--- src/hw/rtl/swizzled_rect_pixel_transfer_core_defines.svh ---
// Assertion macros for the swizzled rectangle pixel transfer core.
`ifndef SWIZZLED_RECT_PIXEL_TRANSFER_CORE_DEFINES_SVH
`define SWIZZLED_RECT_PIXEL_TRANSFER_CORE_DEFINES_SVH

`ifndef SYNTHESIS
`define SRPT_ASSERT_IMP(label, clk, rst, ante, cons) \
  label: assert property (@(posedge clk) disable iff (rst) (ante) |-> (cons)) \
    else $error("srpt check failed");
`define SRPT_ASSERT_NXT(label, clk, rst, ante, cons) \
  label: assert property (@(posedge clk) disable iff (rst) (ante) |=> (cons)) \
    else $error("srpt check failed");
`else
`define SRPT_ASSERT_IMP(label, clk, rst, ante, cons)
`define SRPT_ASSERT_NXT(label, clk, rst, ante, cons)
`endif

`endif

--- src/hw/rtl/srpt_pkg.sv ---
// Types, constants and swizzle tables shared by the pixel transfer core.
package srpt_pkg;

  localparam int ADDR_BITS   = 20;
  localparam int DATA_W      = 32;
  localparam int WORD_ADDR_W = 20;
  localparam int CUR_W       = 12;
  localparam int COORD_W     = 13;
  localparam int SUM_W       = 28;
  localparam int CFG_W       = 22;
  localparam int IDX_W       = 3;

  typedef enum logic [1:0] {
    OP_RESTART = 2'd0,
    OP_WRITE   = 2'd1,
    OP_READ    = 2'd2
  } srpt_op_t;

  typedef enum logic [IDX_W-1:0] {
    REG_BASE_BLOCK   = 3'd0,
    REG_BUFFER_WIDTH = 3'd1,
    REG_START_X      = 3'd2,
    REG_START_Y      = 3'd3,
    REG_RECT_WIDTH   = 3'd4,
    REG_RECT_HEIGHT  = 3'd5,
    REG_BYTE_OFFSET  = 3'd6
  } srpt_reg_t;

  typedef struct packed {
    logic [13:0] base_block;
    logic [5:0]  buffer_width;
    logic [10:0] start_x;
    logic [10:0] start_y;
    logic [11:0] rect_width;
    logic [11:0] rect_height;
    logic [21:0] byte_offset;
  } srpt_cfg_t;

  // Pixel position stage: what to do and where in the frame.
  typedef struct packed {
    logic               access;
    logic               wr;
    logic               last;
    logic               status;
    logic [COORD_W-1:0] x;
    logic [COORD_W-1:0] y;
    logic [DATA_W-1:0]  wdata;
  } srpt_pix_t;

  // Memory access stage: swizzled word address.
  typedef struct packed {
    logic                 access;
    logic                 wr;
    logic                 last;
    logic                 status;
    logic [ADDR_BITS-1:0] addr;
    logic [DATA_W-1:0]    wdata;
  } srpt_acc_t;

  localparam logic [4:0] BLOCK_ORDER [32] = '{
    5'd0,  5'd1,  5'd4,  5'd5,  5'd16, 5'd17, 5'd20, 5'd21,
    5'd2,  5'd3,  5'd6,  5'd7,  5'd18, 5'd19, 5'd22, 5'd23,
    5'd8,  5'd9,  5'd12, 5'd13, 5'd24, 5'd25, 5'd28, 5'd29,
    5'd10, 5'd11, 5'd14, 5'd15, 5'd26, 5'd27, 5'd30, 5'd31
  };

  localparam logic [3:0] COLUMN_WORD [16] = '{
    4'd0, 4'd1, 4'd4, 4'd5, 4'd8,  4'd9,  4'd12, 4'd13,
    4'd2, 4'd3, 4'd6, 4'd7, 4'd10, 4'd11, 4'd14, 4'd15
  };

endpackage

--- src/hw/rtl/srpt_swizzle.sv ---
// Page, block and column swizzle of the pixel position into a word address.
module srpt_swizzle
  import srpt_pkg::*;
(
  input  logic      clk,
  input  logic      rst,
  input  logic      advance,
  input  logic      s1_valid,
  input  srpt_pix_t s1_pix,
  input  srpt_cfg_t cfg,
  output logic      s2_valid,
  output srpt_acc_t s2_acc
);

  logic [13:0]      page_row;
  logic [14:0]      page;
  logic [4:0]       blk;
  logic [3:0]       cw;
  logic [SUM_W-1:0] sum;
  srpt_acc_t        acc;

  assign page_row = 14'(s1_pix.y[12:5]) * 14'(cfg.buffer_width);
  assign page     = 15'(s1_pix.x[12:6]) + 15'(page_row);
  assign blk      = BLOCK_ORDER[{s1_pix.y[4:3], s1_pix.x[5:3]}];
  assign cw       = COLUMN_WORD[{s1_pix.y[0], s1_pix.x[2:0]}];

  assign sum = (SUM_W'(cfg.base_block) << 6) + (SUM_W'(page) << 11)
             + (SUM_W'(blk) << 6) + (SUM_W'(s1_pix.y[2:1]) << 4)
             + SUM_W'(cw) + SUM_W'(cfg.byte_offset[21:2]);

  always_comb begin
    acc.access = s1_pix.access;
    acc.wr     = s1_pix.wr;
    acc.last   = s1_pix.last;
    acc.status = s1_pix.status;
    acc.addr   = s1_pix.access ? sum[ADDR_BITS-1:0] : '0;
    acc.wdata  = s1_pix.wdata;
  end

  always_ff @(posedge clk) begin
    if (rst) begin
      s2_valid <= 1'b0;
    end else if (advance) begin
      s2_valid <= s1_valid;
    end
  end

  always_ff @(posedge clk) begin
    if (advance && s1_valid) begin
      s2_acc <= acc;
    end
  end

endmodule

--- config.mk ---
export PLATFORM = sky130hd
export DESIGN_NAME = srpt_swizzle
export DESIGN_NICKNAME = d
export VERILOG_FILES = /design/src/hw/rtl/swizzled_rect_pixel_transfer_core_defines.svh /design/src/hw/rtl/srpt_pkg.sv /design/src/hw/rtl/srpt_swizzle.sv
export SDC_FILE = /design/constraint.sdc
export NUM_CORES = 1
export LEC_CHECK = 0
export ABC_CLOCK_PERIOD_IN_PS = 19400
export BUFFER_PORTS_ARGS = -buffer_cell sky130_fd_sc_hd__buf_2
export CORE_MARGIN = 5
export CORE_UTILIZATION = 51
export DETAILED_ROUTE_END_ITERATION = 7
export PLACE_DENSITY = 0.94
export SLEW_MARGIN = 20
export SYNTH_ARGS = -nofsm -noshare
export SYNTH_HDL_FRONTEND = slang
export SYNTH_SLANG_ARGS = --single-unit
--- constraint.sdc ---
create_clock -name clk -period 19.4 [get_ports clk]
set_input_delay 3.88 -clock clk [delete_from_list [all_inputs] [get_ports clk]]
set_output_delay 3.88 -clock clk [all_outputs]
set_load 0.05 [all_outputs]
==> reports/qor.yml <==
run_status:
  status: "complete, no violations"
sta:
  setup_tns_ns: 0
  setup_viol: 0
  hold_viol: 0
  slew_viol_final: 0
  max_freq_ghz: 0.111
  timing.final.crit_share_pct: 46.6
  final.min_clock_period_ns: 9.04
  hold_slack_ns: 0.539
  rsz0062_at_grt: "false"
  fin_skew_ns: 0
  max_slew_margin_pct: 51.4
  worst_slew_pin_slew_ns: 0.729
yosys:
  synth.area.mux_share_pct: 0.500
  syn_inst: 361
  syn-num-nets: 591
  synth_top_area_share_pct: 39.5
  synth-simple-area-share_pct: 11.0
  synth_cell_types: 39
  synth_xor_area_share_pct: 6.70
  async_flop_share_pct: 0
  avgSynthCellArea_um2: 11.8
  synth.cell_area_mm2: 0.00426
  synth_compound_gate_area_share_pct: 8.99
  yosysMostFrequentCell: "edfxtp_1"
  yosys.area_share.adder_pct: 28.5
  synthFlopType: "edfxtp_1"
  synth_top_area_cell: "edfxtp_1"
  synth-edff-count: 56
  synthTopCellsByCount: "56 x edfxtp_1, 48 x inv_1, 41 x ha_1, 35 x fa_1, 31 x and2_1"
  yosys_warnings: 0
  synth_top_family_by_area: "adder cells"
  ys_ff_latch: 57
  yosys-top-cells-area: "edfxtp_1 40%, fa_1 16%, ha_1 12%"
  ys_seq_area_share_pct: 40.0
drt:
  via_count: 3400
  drtIter0Drc: 131
  ant_nets: 0
  wirelength_um: 10900
  routedWlPerCell_um: 16.9
  first_pass_iters: 5
  viasPerCell: 5.29
  drc_errors: 0
pwr:
  power_density_mw_per_mm2: 127
  switchingPower_w: 0.000291
  peakVddDrop_v: 0.0000735
  comb_power_share_pct: 62.2
  switching_share_pct: 42.7
  power_w: 0.000681
  p_leak_nw: 2.57
  power_frac_seq_pct: 24.0
  clkPwrFrac_pct: 13.9
  internal-power_w: 0.000390
placed_design:
  io_buffers: 162
  gp_congestion: 0.902
  placed_cells_incl_taps: 627
  dpl.hpwl_um: 8910
final_layout:
  area_growth_pct: 26.1
  fin_util_pct: 65.7
  n_antenna_cell: 0
  fin_cells: 643
  drive_gt1_share_pct: 34.4
  nets: 763
clock_tree:
  cts_sinks: 57
  post-cts-setup-buffers: 0
  clk_pin_slew_ns: 0.07
  cts_root_buf: "clkbuf_8"
  clockBufferDepth: 2
  hold_buffers: 0
  postCtsResizedCells: 0
  ctsHtreeMaxLevel: 3
  cts_tree: "yes"
  clock_latency_ns: 0.32
  cts_buffers: 9
grt:
  antenna_found_initial: 0
  grt_pass1_wl_um: 17000
  overflow: 0
  track_usage_pct: 21.2
  grt_max_degree: 58
  grt_pass1_vias: 3598
setup_path:
  worstPathMaxFanout: 6
  critPathCaptureType: "register"
  cp.required_ns: 19.48
  cp.arrival_ns: 9.13
  worst_setup_path_start_kind: "input port"
  path_class: "in -> reg"
floorplanning:
  start_util_pct: 52.1
  io_pins: 211
  rows: 33
  die_w_um: 101
  die-area_mm2: 0.0103
  core_area_mm2: 0.00818
  die_h_um: 101
min_path:
  holdCritPathClass: "reg -> reg"
run:
  drv_cap: 0
## layout by cell type (no fill, tap or decap), types with 2 or more instances in the layout
cell        instances
o21a_1              2
nand3_1             5
xnor2_1            22
a21o_1             11
nor2_1             21
nand2b_1            3
a211oi_2            2
a21oi_1            16
o21ai_0             5
edfxtp_1           56
clkinvlp_4          2
nand2_1            24
nor3_1              4
a31oi_1             3
clkinv_2            2
and2_1             30
fa_1               35
xor2_1              8
inv_1              48
buf_2             162
ha_1               41
o21bai_1            4
clkbuf_8            9
## power groups by stage
stage	Clock [W]	Combinational, W	Sequential (W)
after floorplan	0	0.000286	0.000216
after global placement	0	0.000404	0.000165
after detailed placement	0	0.000421	0.000166
after CTS	0.0000958	0.000425	0.000163
after global routing	0.000102	0.000468	0.000165
final	0.0000943	0.000423	0.000163
## area by class of cell
type                            count  area [um^2]
Clock inverter                      7         46.3
Tap cell                          105          131
Fill cell                         597         2810
Clock buffer                        9          124
Inverter                           48          180
Multi-Input combinational cell    255         2370
Timing Repair Buffer              162          811
Sequential cell                    57         1700
## state kept, by name, indices dropped and copies added (netlist names)
| signal | count |
|---|---|
| s2_valid | 1 |
| s2_acc | 56 |
## metal layers
layer  wire length, um  vias to the layer above  track usage, %
met2              5680                      193            39.4
met1              3840                     1607            23.0
met3               997                       32            4.41
met5                 0                        -               0
li1                  -                     1568               -
met4               342                        0            9.71
## path summary, 6_finish.rpt
kind | start | end | slack (ns) | cells after the start
worst min-delay path | s2_valid$_SDFFE_PP0P_ | s2_valid$_SDFFE_PP0P_ | 0.54 | 2
worst min register to register | s2_valid$_SDFFE_PP0P_ | s2_valid$_SDFFE_PP0P_ | 0.54 | 2
worst max-delay path | s1_pix[40] | s2_acc[51]$_SDFFCE_PN0P_ | 10.36 | 22
worst max register to register | s2_valid$_SDFFE_PP0P_ | s2_valid$_SDFFE_PP0P_ | 18.79 | 2
## cell families after synthesis
group	Yosys count
simple gates	94
buf+inv	49
mux	2
fa+ha+maj	76
xor+xnor	31
flops	57
compound gates	52
## metrics by stage
step                instance area (um^2)  setup slack, ns
floorplan                           4260            10.46
global placement                    5200            10.11
detailed placement                  5200            10.01
CTS                                 5370            10.35
global route                        5370            10.08
finish                              5370            10.36
## critical path, stage by stage
cell,delay [ns]
buf_2,0.13
and2_1,0.18
fa_1,0.53
inv_1,0.04
fa_1,0.47
inv_1,0.05
fa_1,0.53
inv_1,0.05
fa_1,0.49
inv_1,0.05
ha_1,0.36
nand3_1,0.10
o211ai_1,0.23
nor2_1,0.08
xnor2_1,0.18
fa_1,0.45
ha_1,0.37
nand2_1,0.07
o21a_1,0.18
a31o_1,0.21
xnor3_1,0.33
and2_1,0.16
Power figures use the tool's default switching activity.
