--- config.mk ---
export PLATFORM = sky130hd
export DESIGN_NAME = srpt_cursor
export DESIGN_NICKNAME = d
export VERILOG_FILES = /design/src/hw/rtl/swizzled_rect_pixel_transfer_core_defines.svh /design/src/hw/rtl/srpt_pkg.sv /design/src/hw/rtl/srpt_cursor.sv
export SDC_FILE = /design/constraint.sdc
export NUM_CORES = 1
export LEC_CHECK = 0
export ABC_AREA = 1
export BUFFER_PORTS_ARGS = -buffer_cell sky130_fd_sc_hd__buf_2
export CORE_ASPECT_RATIO = 1.2
export CORE_UTILIZATION = 30
export CTS_CLUSTER_DIAMETER = 80
export CTS_CLUSTER_SIZE = 16
export DETAILED_ROUTE_END_ITERATION = 8
export MAX_ROUTING_LAYER = met4
export PLACE_DENSITY = 0.58
export SKIP_CTS_REPAIR_TIMING = 1
export SLEW_MARGIN = 20
export SYNTH_ARGS = -nofsm -noshare
export SYNTH_HDL_FRONTEND = slang
export SYNTH_SLANG_ARGS = --single-unit
--- constraint.sdc ---
create_clock -name clk -period 2.3 [get_ports clk]
set_input_delay 0.115 -clock clk [delete_from_list [all_inputs] [get_ports clk]]
set_output_delay 0.115 -clock clk [all_outputs]
set_load 0.01 [all_outputs]
--- src/hw/rtl/swizzled_rect_pixel_transfer_core_defines.svh ---
// Assertion macros for the swizzled rectangle pixel transfer core.
`ifndef SWIZZLED_RECT_PIXEL_TRANSFER_CORE_DEFINES_SVH
`define SWIZZLED_RECT_PIXEL_TRANSFER_CORE_DEFINES_SVH

`ifndef SYNTHESIS
`define SRPT_ASSERT_IMP(label, clk, rst, ante, cons) \
  label: assert property (@(posedge clk) disable iff (rst) (ante) |-> (cons)) \
    else $error("srpt check failed");
`define SRPT_ASSERT_NXT(label, clk, rst, ante, cons) \
  label: assert property (@(posedge clk) disable iff (rst) (ante) |=> (cons)) \
    else $error("srpt check failed");
`else
`define SRPT_ASSERT_IMP(label, clk, rst, ante, cons)
`define SRPT_ASSERT_NXT(label, clk, rst, ante, cons)
`endif

`endif

--- src/hw/rtl/srpt_pkg.sv ---
// Types, constants and swizzle tables shared by the pixel transfer core.
package srpt_pkg;

  localparam int ADDR_BITS   = 20;
  localparam int DATA_W      = 32;
  localparam int WORD_ADDR_W = 20;
  localparam int CUR_W       = 12;
  localparam int COORD_W     = 13;
  localparam int SUM_W       = 28;
  localparam int CFG_W       = 22;
  localparam int IDX_W       = 3;

  typedef enum logic [1:0] {
    OP_RESTART = 2'd0,
    OP_WRITE   = 2'd1,
    OP_READ    = 2'd2
  } srpt_op_t;

  typedef enum logic [IDX_W-1:0] {
    REG_BASE_BLOCK   = 3'd0,
    REG_BUFFER_WIDTH = 3'd1,
    REG_START_X      = 3'd2,
    REG_START_Y      = 3'd3,
    REG_RECT_WIDTH   = 3'd4,
    REG_RECT_HEIGHT  = 3'd5,
    REG_BYTE_OFFSET  = 3'd6
  } srpt_reg_t;

  typedef struct packed {
    logic [13:0] base_block;
    logic [5:0]  buffer_width;
    logic [10:0] start_x;
    logic [10:0] start_y;
    logic [11:0] rect_width;
    logic [11:0] rect_height;
    logic [21:0] byte_offset;
  } srpt_cfg_t;

  // Pixel position stage: what to do and where in the frame.
  typedef struct packed {
    logic               access;
    logic               wr;
    logic               last;
    logic               status;
    logic [COORD_W-1:0] x;
    logic [COORD_W-1:0] y;
    logic [DATA_W-1:0]  wdata;
  } srpt_pix_t;

  // Memory access stage: swizzled word address.
  typedef struct packed {
    logic                 access;
    logic                 wr;
    logic                 last;
    logic                 status;
    logic [ADDR_BITS-1:0] addr;
    logic [DATA_W-1:0]    wdata;
  } srpt_acc_t;

  localparam logic [4:0] BLOCK_ORDER [32] = '{
    5'd0,  5'd1,  5'd4,  5'd5,  5'd16, 5'd17, 5'd20, 5'd21,
    5'd2,  5'd3,  5'd6,  5'd7,  5'd18, 5'd19, 5'd22, 5'd23,
    5'd8,  5'd9,  5'd12, 5'd13, 5'd24, 5'd25, 5'd28, 5'd29,
    5'd10, 5'd11, 5'd14, 5'd15, 5'd26, 5'd27, 5'd30, 5'd31
  };

  localparam logic [3:0] COLUMN_WORD [16] = '{
    4'd0, 4'd1, 4'd4, 4'd5, 4'd8,  4'd9,  4'd12, 4'd13,
    4'd2, 4'd3, 4'd6, 4'd7, 4'd10, 4'd11, 4'd14, 4'd15
  };

endpackage

--- src/hw/rtl/srpt_cursor.sv ---
// Cursor walk over the rectangle and per-item decision, first pipeline stage.
module srpt_cursor
  import srpt_pkg::*;
(
  input  logic              clk,
  input  logic              rst,
  input  logic              accept,
  input  logic              advance,
  input  logic [1:0]        opcode,
  input  logic [DATA_W-1:0] write_data,
  input  srpt_cfg_t         cfg,
  output logic              s1_valid,
  output srpt_pix_t         s1_pix
);

  logic [CUR_W-1:0] cursor_col, cursor_col_next;
  logic [CUR_W-1:0] cursor_row, cursor_row_next;
  logic             transfer_done, transfer_done_next;
  logic [CUR_W:0]   col_inc, row_inc;
  logic             col_wrap, row_wrap;
  srpt_pix_t        pix;

  assign col_inc  = {1'b0, cursor_col} + 13'd1;
  assign row_inc  = {1'b0, cursor_row} + 13'd1;
  assign col_wrap = col_inc >= {1'b0, cfg.rect_width};
  assign row_wrap = row_inc >= {1'b0, cfg.rect_height};

  always_comb begin
    cursor_col_next    = cursor_col;
    cursor_row_next    = cursor_row;
    transfer_done_next = transfer_done;
    pix.access = 1'b0;
    pix.wr     = opcode == OP_WRITE;
    pix.last   = 1'b0;
    pix.status = 1'b0;
    pix.x      = COORD_W'({2'b00, cfg.start_x}) + COORD_W'({1'b0, cursor_col});
    pix.y      = COORD_W'({2'b00, cfg.start_y}) + COORD_W'({1'b0, cursor_row});
    pix.wdata  = write_data;
    unique case (srpt_op_t'(opcode)) inside
      OP_RESTART: begin
        cursor_col_next    = '0;
        cursor_row_next    = '0;
        transfer_done_next = 1'b0;
      end
      OP_WRITE, OP_READ: begin
        if (transfer_done || cfg.rect_width == '0 || cfg.rect_height == '0) begin
          pix.status = 1'b1;
        end else if (cursor_row >= cfg.rect_height) begin
          pix.status         = 1'b1;
          transfer_done_next = 1'b1;
        end else begin
          pix.access = 1'b1;
          if (col_wrap) begin
            cursor_col_next = '0;
            if (row_wrap) begin
              cursor_row_next    = '0;
              transfer_done_next = 1'b1;
              pix.last           = 1'b1;
            end else begin
              cursor_row_next = row_inc[CUR_W-1:0];
            end
          end else begin
            cursor_col_next = col_inc[CUR_W-1:0];
          end
        end
      end
      default: begin
        pix.status = 1'b1;
      end
    endcase
  end

  always_ff @(posedge clk) begin
    if (rst) begin
      cursor_col    <= '0;
      cursor_row    <= '0;
      transfer_done <= 1'b0;
      s1_valid      <= 1'b0;
    end else begin
      if (accept) begin
        cursor_col    <= cursor_col_next;
        cursor_row    <= cursor_row_next;
        transfer_done <= transfer_done_next;
      end
      if (advance) begin
        s1_valid <= accept;
      end
    end
  end

  always_ff @(posedge clk) begin
    if (accept) begin
      s1_pix <= pix;
    end
  end

endmodule

==> out/results.ini, run 1 <==
[power_and_ir_drop]
power.leakage_nw=4.20
ir_drop_mv=0.346
total_power_mw=5.13
power_density_nw_per_um2=618

[placement]
post-place-ws_ns=-0.294
gp_congestion=0.849
hpwlAfterDp_um=11700
io_buffers=146

[synth]
synth_cell_types=36
yosysWarnings=0
avgSynthCellArea_um2=8.38
syn_nets=876
synth_edf_count=62
synthArstFlopShare=0
synth_flop_cell=edfxtp_1
ys_ff_latch=88
synthesis.instances=683
synthesis.area_um2=5720
yosysSeqAreaShare=0.416

[timing]
worst_pin_slew_ns=0.683
finalCriticalPeriod_ns=2.54
tns_ns=-4.84
max_slew_margin=0.545
holdWs_ns=0.0914
fin_crit_sh=1.11
rsz0062_at_grt=true
fin_ws_ns=-0.245
hold_viol_final=0
setup_viol=26
slew_violations=0
fin_skew_ns=0.00991
fmax_mhz=393

[final_layout]
area_delta_synth_final_pct=44.9
fin_nets=1138
fill_cells=1828
layout_commonest_cell=buf_2
layout_common_cells=buf_2 (146), nand2_1 (142), inv_1 (102)
drive_gt1_frac=0.337
fin_util=0.449
diodes=0

[routing]
route.detailed.drc=0
via_per_inst=4.39
vias=5280
first_pass_iters=4
final_antenna_net_count=0
routed_wl_um=15500
drtIter0Drc=270
drt-wirelength-per-cell_um=12.9

[clock_network]
cts_tree=built
insertion_delay_ns=0.34
clock_sinks=88
root_buffer=clkbuf_16
clk_path_buf_depth=2
h-tree-depth=3
cts_buffers=9
clkTransAtPathRegs_ns=0.07

[critical_path]
path_class=flip-flop to flip-flop
cp_data_required_time_ns=2.53
cp_data_arrival_time_ns=2.77
start_kind=flip-flop
cpMaxStageDelayCell=dfxtp_2
cp_max_fo=5
cp-end-kind=flip-flop
cp_slowest_stage_delay_ns=0.35
path_cells=nand3_4 > buf_6 > nor4_4 > xor2_2 > ha_1 > nand2_2 > o21a_1 > nand2_1 > a21oi_2 > nand3_4 > buf_4 > nand3_4 > nand2_1 > nand2_1 > nor2_1

[global_route]
grt_max_degree=57
grt_pass1_wl_um=23100
grtUsageTotal=0.154
grt_antenna_before_repair=0
grt_overflow=0
grt_pass1_vias=4891

[hold_path]
hp-class=input port to flip-flop

[die]
start_util=0.310
dieArea_um2=19600
core_um2=18400
ios=189
die_h_um=153
die_width_um=128
rows=54

[status]
status=finished, violations left
violations=negative setup slack

[job]
timing.max_cap.violations=0

## cells by family after synthesis
family | count (synthesis) | share of synthesized area
compound gates | 69 | 0.0641
xor+xnor | 32 | 0.0490
fa+ha+maj | 67 | 0.149
buf+inv | 119 | 0.0829
flops | 88 | 0.416
simple gates | 308 | 0.238
## per-layer routing
layer	vias up	track usage	wire length, µm
met3	23	0.0238	576
met1	2372	0.174	6660
met4	0	0.0611	397
met2	131	0.271	7830
met5	-	-	0
li1	2754	-	-
## state kept, by name, summed over array words and instances (netlist names)
signal         count
transfer_done      1
cursor_col        12
cursor_row        12
s1_valid           1
s1_pix            62
## final timing paths
| check | from | endpoint | slack, ns | depth (start not counted) |
|---|---|---|---|---|
| worst max-delay path | cursor_col[5] | cursor_row[3] | -0.24 | 15 |
| worst max register to register | cursor_col[5] | cursor_row[3] | -0.24 | 15 |
| worst min-delay path | cfg[57] | s1_pix[45] | 0.09 | 2 |
| worst min register to register | transfer_done | transfer_done | 0.46 | 2 |
## cell type report
class | count | area [µm²] | area share
clock inverters | 5 | 81.3 | 0.00981
clock buffers | 11 | 233 | 0.0281
multi-input cells | 479 | 3150 | 0.380
well taps | 252 | 315 | 0.0380
inverters | 111 | 429 | 0.0518
repair inverters | 1 | 8.76 | 0.00106
flip-flops and latches | 88 | 2400 | 0.290
repair buffers | 255 | 1670 | 0.201
## synthesized netlist by cell type (2+ instances only)
| library cell | count | share of area |
|---|---|---|
| nor2_2 | 4 | 0.0044 |
| nor2_1 | 84 | 0.055 |
| buf_6 | 2 | 0.0039 |
| o21ai_1 | 3 | 0.0026 |
| buf_4 | 3 | 0.0039 |
| nand3_4 | 2 | 0.0061 |
| a21boi_1 | 2 | 0.0026 |
| a21oi_1 | 44 | 0.038 |
| o21ai_0 | 14 | 0.012 |
| nor2_4 | 3 | 0.0059 |
| ha_1 | 65 | 0.14 |
| xnor2_1 | 9 | 0.014 |
| inv_2 | 7 | 0.0046 |
| nand3_1 | 30 | 0.026 |
| a21o_1 | 4 | 0.0052 |
| dfxtp_1 | 26 | 0.091 |
| nor3_1 | 8 | 0.0070 |
| edfxtp_1 | 62 | 0.33 |
| nand2_2 | 10 | 0.011 |
| clkbuf_1 | 2 | 0.0013 |
| nand2_1 | 147 | 0.096 |
| inv_1 | 103 | 0.068 |
| nand4_1 | 11 | 0.012 |
| fa_1 | 2 | 0.0070 |
| nand3_2 | 3 | 0.0052 |
| xor2_1 | 23 | 0.035 |
## stage by stage
stage               instance area [µm²]  std cells
detailed placement                 7270       1141
CTS                                7580       1157
floorplan                          5760        683
global route                       8290       1202
finish                             8290       1202
global placement                   7270       1141
## report_power, final
group	internal [mW]	total, mW	switching (mW)
Sequential	1.91	1.99	0.0741
Combinational	0.690	1.56	0.874
Clock	0.954	1.58	0.623
Total	3.56	5.13	1.57
## critical path: cells and delay by family, from the launching register on
kind | cells | cell delay [ns]
buffers and inverters | 2 | 0.31
adder cells (fa/ha/maj) | 1 | 0.27
XOR/XNOR | 1 | 0.22
AND/OR/NAND/NOR | 9 | 0.98
AO/OA/AOI/OAI | 2 | 0.30
flip-flops | 1 | 0.35
Power figures use the tool's default switching activity.
==> inputs of run 2 (changes only) <==
--- a/config.mk
+++ b/config.mk
@@ -19,3 +19,4 @@
 export SYNTH_ARGS = -nofsm -noshare
 export SYNTH_HDL_FRONTEND = slang
 export SYNTH_SLANG_ARGS = --single-unit
+export TNS_END_PERCENT = 30
==> out/results.ini, run 2 (synthesized netlist as in run 1, its figures left out) <==
[clock_network]
root_buffer=clkbuf_16
clock_sinks=88
cts_buffers=9
clk_path_buf_depth=2
cts_tree=built
clkTransAtPathRegs_ns=0.07
h-tree-depth=3
insertion_delay_ns=0.34

[timing]
fmax_mhz=401
fin_crit_sh=1.08
fin_ws_ns=-0.192
rsz0062_at_grt=true
holdWs_ns=0.0905
fin_skew_ns=0.0107
slew_violations=0
hold_viol_final=0
setup_viol=26
finalCriticalPeriod_ns=2.49
tns_ns=-3.79
max_slew_margin=0.545
worst_pin_slew_ns=0.683

[status]
status=finished, violations left
violations=negative setup slack

[critical_path]
cp.buffers_inverters=2
r2r_cells=15
cp-end-kind=flip-flop
path_class=flip-flop to flip-flop
r2r-start=cursor_col[5]
ff2ff_setup_slack_ns=-0.19
cp_slowest_stage_delay_ns=0.35
cpMaxStageDelayCell=dfxtp_2
timing.rr.end=cursor_row[3]
path_depth=15
start_kind=flip-flop
cp_data_required_time_ns=2.53
cp_max_fo=5
cp-endpoint=cursor_row[3]
path_cells=nand3_4 > buf_6 > nor4_4 > xor2_1 > ha_1 > nand2_2 > o21a_1 > nand2_1 > a21oi_2 > nand3_4 > buf_4 > nand3_4 > nand2_1 > nand2_1 > nor2_1
path_delay_family=simple AND/OR/NAND/NOR gates
startpoint=cursor_col[5]
cp_data_arrival_time_ns=2.72

[final_layout]
diodes=0
drive_gt1_frac=0.327
layout_common_cells=buf_2 (146), nand2_1 (142), inv_1 (102)
area_delta_synth_final_pct=43.1
fin_util=0.444
layout_commonest_cell=buf_2
regMostFlops=s1_pix
largest_reg_flops=62
fin_nets=1134
largestRegisters=s1_pix (62), cursor_col (12), cursor_row (12)

[routing]
drtIter0Drc=277
route.detailed.drc=0
first_pass_iters=4
final_antenna_net_count=0
routed_wl_um=15200
via_per_inst=4.37
vias=5241
drt-wirelength-per-cell_um=12.7

[global_route]
grt_pass1_vias=4891
grt_overflow=0
grt_max_degree=57
busiest_layer=met2
grt_pass1_wl_um=23100
grt_antenna_before_repair=0
use_met1=0.174
use_met2=0.271
use_met3=0.0238
grtUsageTotal=0.154

[power_and_ir_drop]
power_density_nw_per_um2=620
power.leakage_nw=4.17
ir_drop_mv=0.346
total_power_mw=5.08

[hold_path]
hp-class=input port to flip-flop

[die]
dieArea_um2=19600
start_util=0.310
core_um2=18400
ios=189
rows=54
die_width_um=128
die_h_um=153

[placement]
io_buffers=146
hpwlAfterDp_um=11700
gp_congestion=0.849

[job]
timing.max_cap.violations=0

==> run 2: cell types whose count changed in the layout (fill, tap and decap cells not counted), sizes merged <==
cell    delta
buf        -3
clkinv     -1
==> run 2: metal layers <==
metal  share of wire  vias up  wire [µm]
met2            0.50      124       7660
met5               0        -          0
met4           0.024        0        365
met3           0.038       21        577
li1                -     2741          -
met1            0.44     2355       6630
==> run 2: worst min-delay path by stage <==
stage                    from          to  cells after the start
2_1_floorplan         advance    s1_valid                      1
3_3_place_gp   write_data[16]  s1_pix[16]                      1
3_5_place_dp   write_data[16]  s1_pix[16]                      1
4_1_cts         write_data[0]   s1_pix[0]                      1
5_1_grt               cfg[57]  s1_pix[45]                      2
6_report              cfg[57]  s1_pix[45]                      2
==> run 2: power breakdown <==
| group | total [mW] | internal (mW) | switching [mW] | leakage (nW) |
|---|---|---|---|---|
| Sequential | 1.98 | 1.91 | 0.0736 | 0.828 |
| Clock | 1.58 | 0.954 | 0.622 | 0.151 |
| Combinational | 1.52 | 0.670 | 0.847 | 3.19 |
| Total | 5.08 | 3.54 | 1.54 | 4.17 |
==> run 2: per-stage QoR <==
stage / cells / area [µm²] / worst slack (ns)
after detailed placement: 1141 / 7270 / -0.294
after floorplan: 683 / 5760 / -0.00731
after global routing: 1198 / 8190 / -0.358
after global placement: 1141 / 7270 / -0.265
after CTS: 1157 / 7580 / -0.309
final: 1198 / 8190 / -0.192
==> run 2: final cells by class <==
cell class                      count  area [µm²]
Fill cell                        1835       10300
Tap cell                          252         315
Inverter                          111         424
Multi-Input combinational cell    479        3100
Clock inverter                      5        81.3
Sequential cell                    88        2400
Clock buffer                       11         233
Timing Repair Buffer              252        1630
==> inputs of run 3 (changes only) <==
--- a/config.mk
+++ b/config.mk
@@ -9,11 +9,12 @@
 export BUFFER_PORTS_ARGS = -buffer_cell sky130_fd_sc_hd__buf_2
 export CORE_ASPECT_RATIO = 1.2
 export CORE_UTILIZATION = 30
+export CTS_BUF_LIST = sky130_fd_sc_hd__clkbuf_8
 export CTS_CLUSTER_DIAMETER = 80
 export CTS_CLUSTER_SIZE = 16
 export DETAILED_ROUTE_END_ITERATION = 8
 export MAX_ROUTING_LAYER = met4
-export PLACE_DENSITY = 0.58
+export REMOVE_ABC_BUFFERS = 1
 export SKIP_CTS_REPAIR_TIMING = 1
 export SLEW_MARGIN = 20
 export SYNTH_ARGS = -nofsm -noshare
==> out/results.ini, run 3 (synthesized netlist as in run 1, its figures left out) <==
[routing]
drt-wirelength-per-cell_um=12.4
vias=5194
wl_met1_um=6360
first_pass_iters=7
final_antenna_net_count=0
drtIter0Drc=217
route.detailed.drc=0
wl_met2_um=7350
highest_layer=met4
met3_wirelength_um=555
routed_wl_um=14800
via_per_inst=4.34

[clock_network]
clkTransAtPathRegs_ns=0.09
insertion_delay_ns=0.37
clock_sinks=88
root_buffer=clkbuf_8
cts_tree=built
cts_buffers=9
clk_path_buf_depth=2
h-tree-depth=3

[power_and_ir_drop]
ir_drop_mv=0.253
total_power_mw=4.63
power_density_nw_per_um2=573
power.leakage_nw=4.11

[critical_path]
start_kind=flip-flop
path_cells=nand3_4 > buf_6 > nor4_4 > xor2_1 > ha_1 > nand2_2 > o21a_1 > nand2_1 > a21oi_2 > nand3_4 > buf_6 > nor2_1 > o21ai_1 > nor2_1
r2r_cells=14
cp_data_arrival_time_ns=2.88
path_class=flip-flop to flip-flop
cp_slowest_stage_delay_ns=0.36
r2r-start=cursor_col[4]
cp_data_required_time_ns=2.60
timing.rr.end=cursor_col[0]
cpMaxStageDelayCell=dfxtp_2
startpoint=cursor_col[4]
ff2ff_setup_slack_ns=-0.28
cp_max_fo=5
cp-end-kind=flip-flop

[placement]
placed_area_um2=7250
io_buffers=146
gp_congestion=0.829
hpwlAfterDp_um=11200
dp.cells=1142
post-place-ws_ns=-0.440

[die]
core_um2=18400
start_util=0.310
dieArea_um2=19600
die_h_um=153
rows=54
ios=189
die_width_um=128

[timing]
fmax_mhz=388
fin_ws_ns=-0.278
hold_viol_final=0
tns_ns=-5.62
fin_crit_sh=1.12
rsz0062_at_grt=true
slew_violations=0
max_slew_margin=0.732
finalCriticalPeriod_ns=2.58
setup_viol=26
fin_skew_ns=0.00833
worst_pin_slew_ns=0.401

[status]
violations=negative setup slack
status=finished, violations left

[final_layout]
multiInputGateArea_um2=3080
drive_gt1_frac=0.336
diodes=0
regMostFlops=s1_pix
largest_reg_flops=62
fin_nets=1132
fin_cells=1196
fill_cells=1863
seq_area_um2=2400
layout_common_cells=buf_2 (146), nand2_1 (140), inv_1 (103)
finalInstanceArea_um2=8070
largestRegisters=s1_pix (62), cursor_col (12), cursor_row (12)
area_delta_synth_final_pct=41.1
layout_commonest_cell=buf_2

[hold_path]
whs_endpoint=s1_pix[45]
hp-start=cfg[57]
hp-class=input port to flip-flop
min_path_cells=2

[job]
timing.max_cap.violations=0

[global_route]
grt_antenna_before_repair=0
grt_pass1_vias=4899
grt_overflow=0
grt_pass1_wl_um=22400
grt_max_degree=64
grtUsageTotal=0.149

-- run 3: critical path: cells and delay by family, from the launching register on --
kind,cells,cell delay (ns)
XOR/XNOR,1,0.29
AND/OR/NAND/NOR,7,0.90
buffers and inverters,2,0.31
adder cells (fa/ha/maj),1,0.29
AO/OA/AOI/OAI,3,0.36
flip-flops,1,0.36
-- run 3: layer usage --
metal,GRT usage,vias up
li1,-,2739
met1,0.170,2291
met2,0.256,127
met3,0.0154,37
met4,0.0762,0
met5,-,-
-- run 3: layout make-up --
class / instances / area share
multi-input cells: 478 / 0.382
inverters: 111 / 0.0519
clock buffers: 9 / 0.0154
flip-flops and latches: 88 / 0.298
repair buffers: 251 / 0.203
well taps: 252 / 0.0391
clock inverters: 7 / 0.0105
-- run 3: worst max-delay path by stage --
stage	endpoint	slack [ns]	cells after the start
floorplan	cursor_row[0]	-0.13	17
global placement	cursor_row[10]	-0.38	14
detailed placement	cursor_row[11]	-0.44	14
CTS	cursor_row[11]	-0.46	14
global route	cursor_row[7]	-0.38	15
finish	cursor_col[0]	-0.28	14
-- run 3: metrics by stage --
step	util	hold slack (ns)
floorplan	-	0.211
global placement	0.393	0.291
detailed placement	0.393	0.293
CTS	0.404	-0.114
global route	0.437	0.0389
finish	0.437	0.0581
-- run 3: power breakdown --
part	total, mW	switching (mW)	internal [mW]
Clock	1.15	0.625	0.525
Combinational	1.49	0.830	0.662
Sequential	1.99	0.0769	1.91
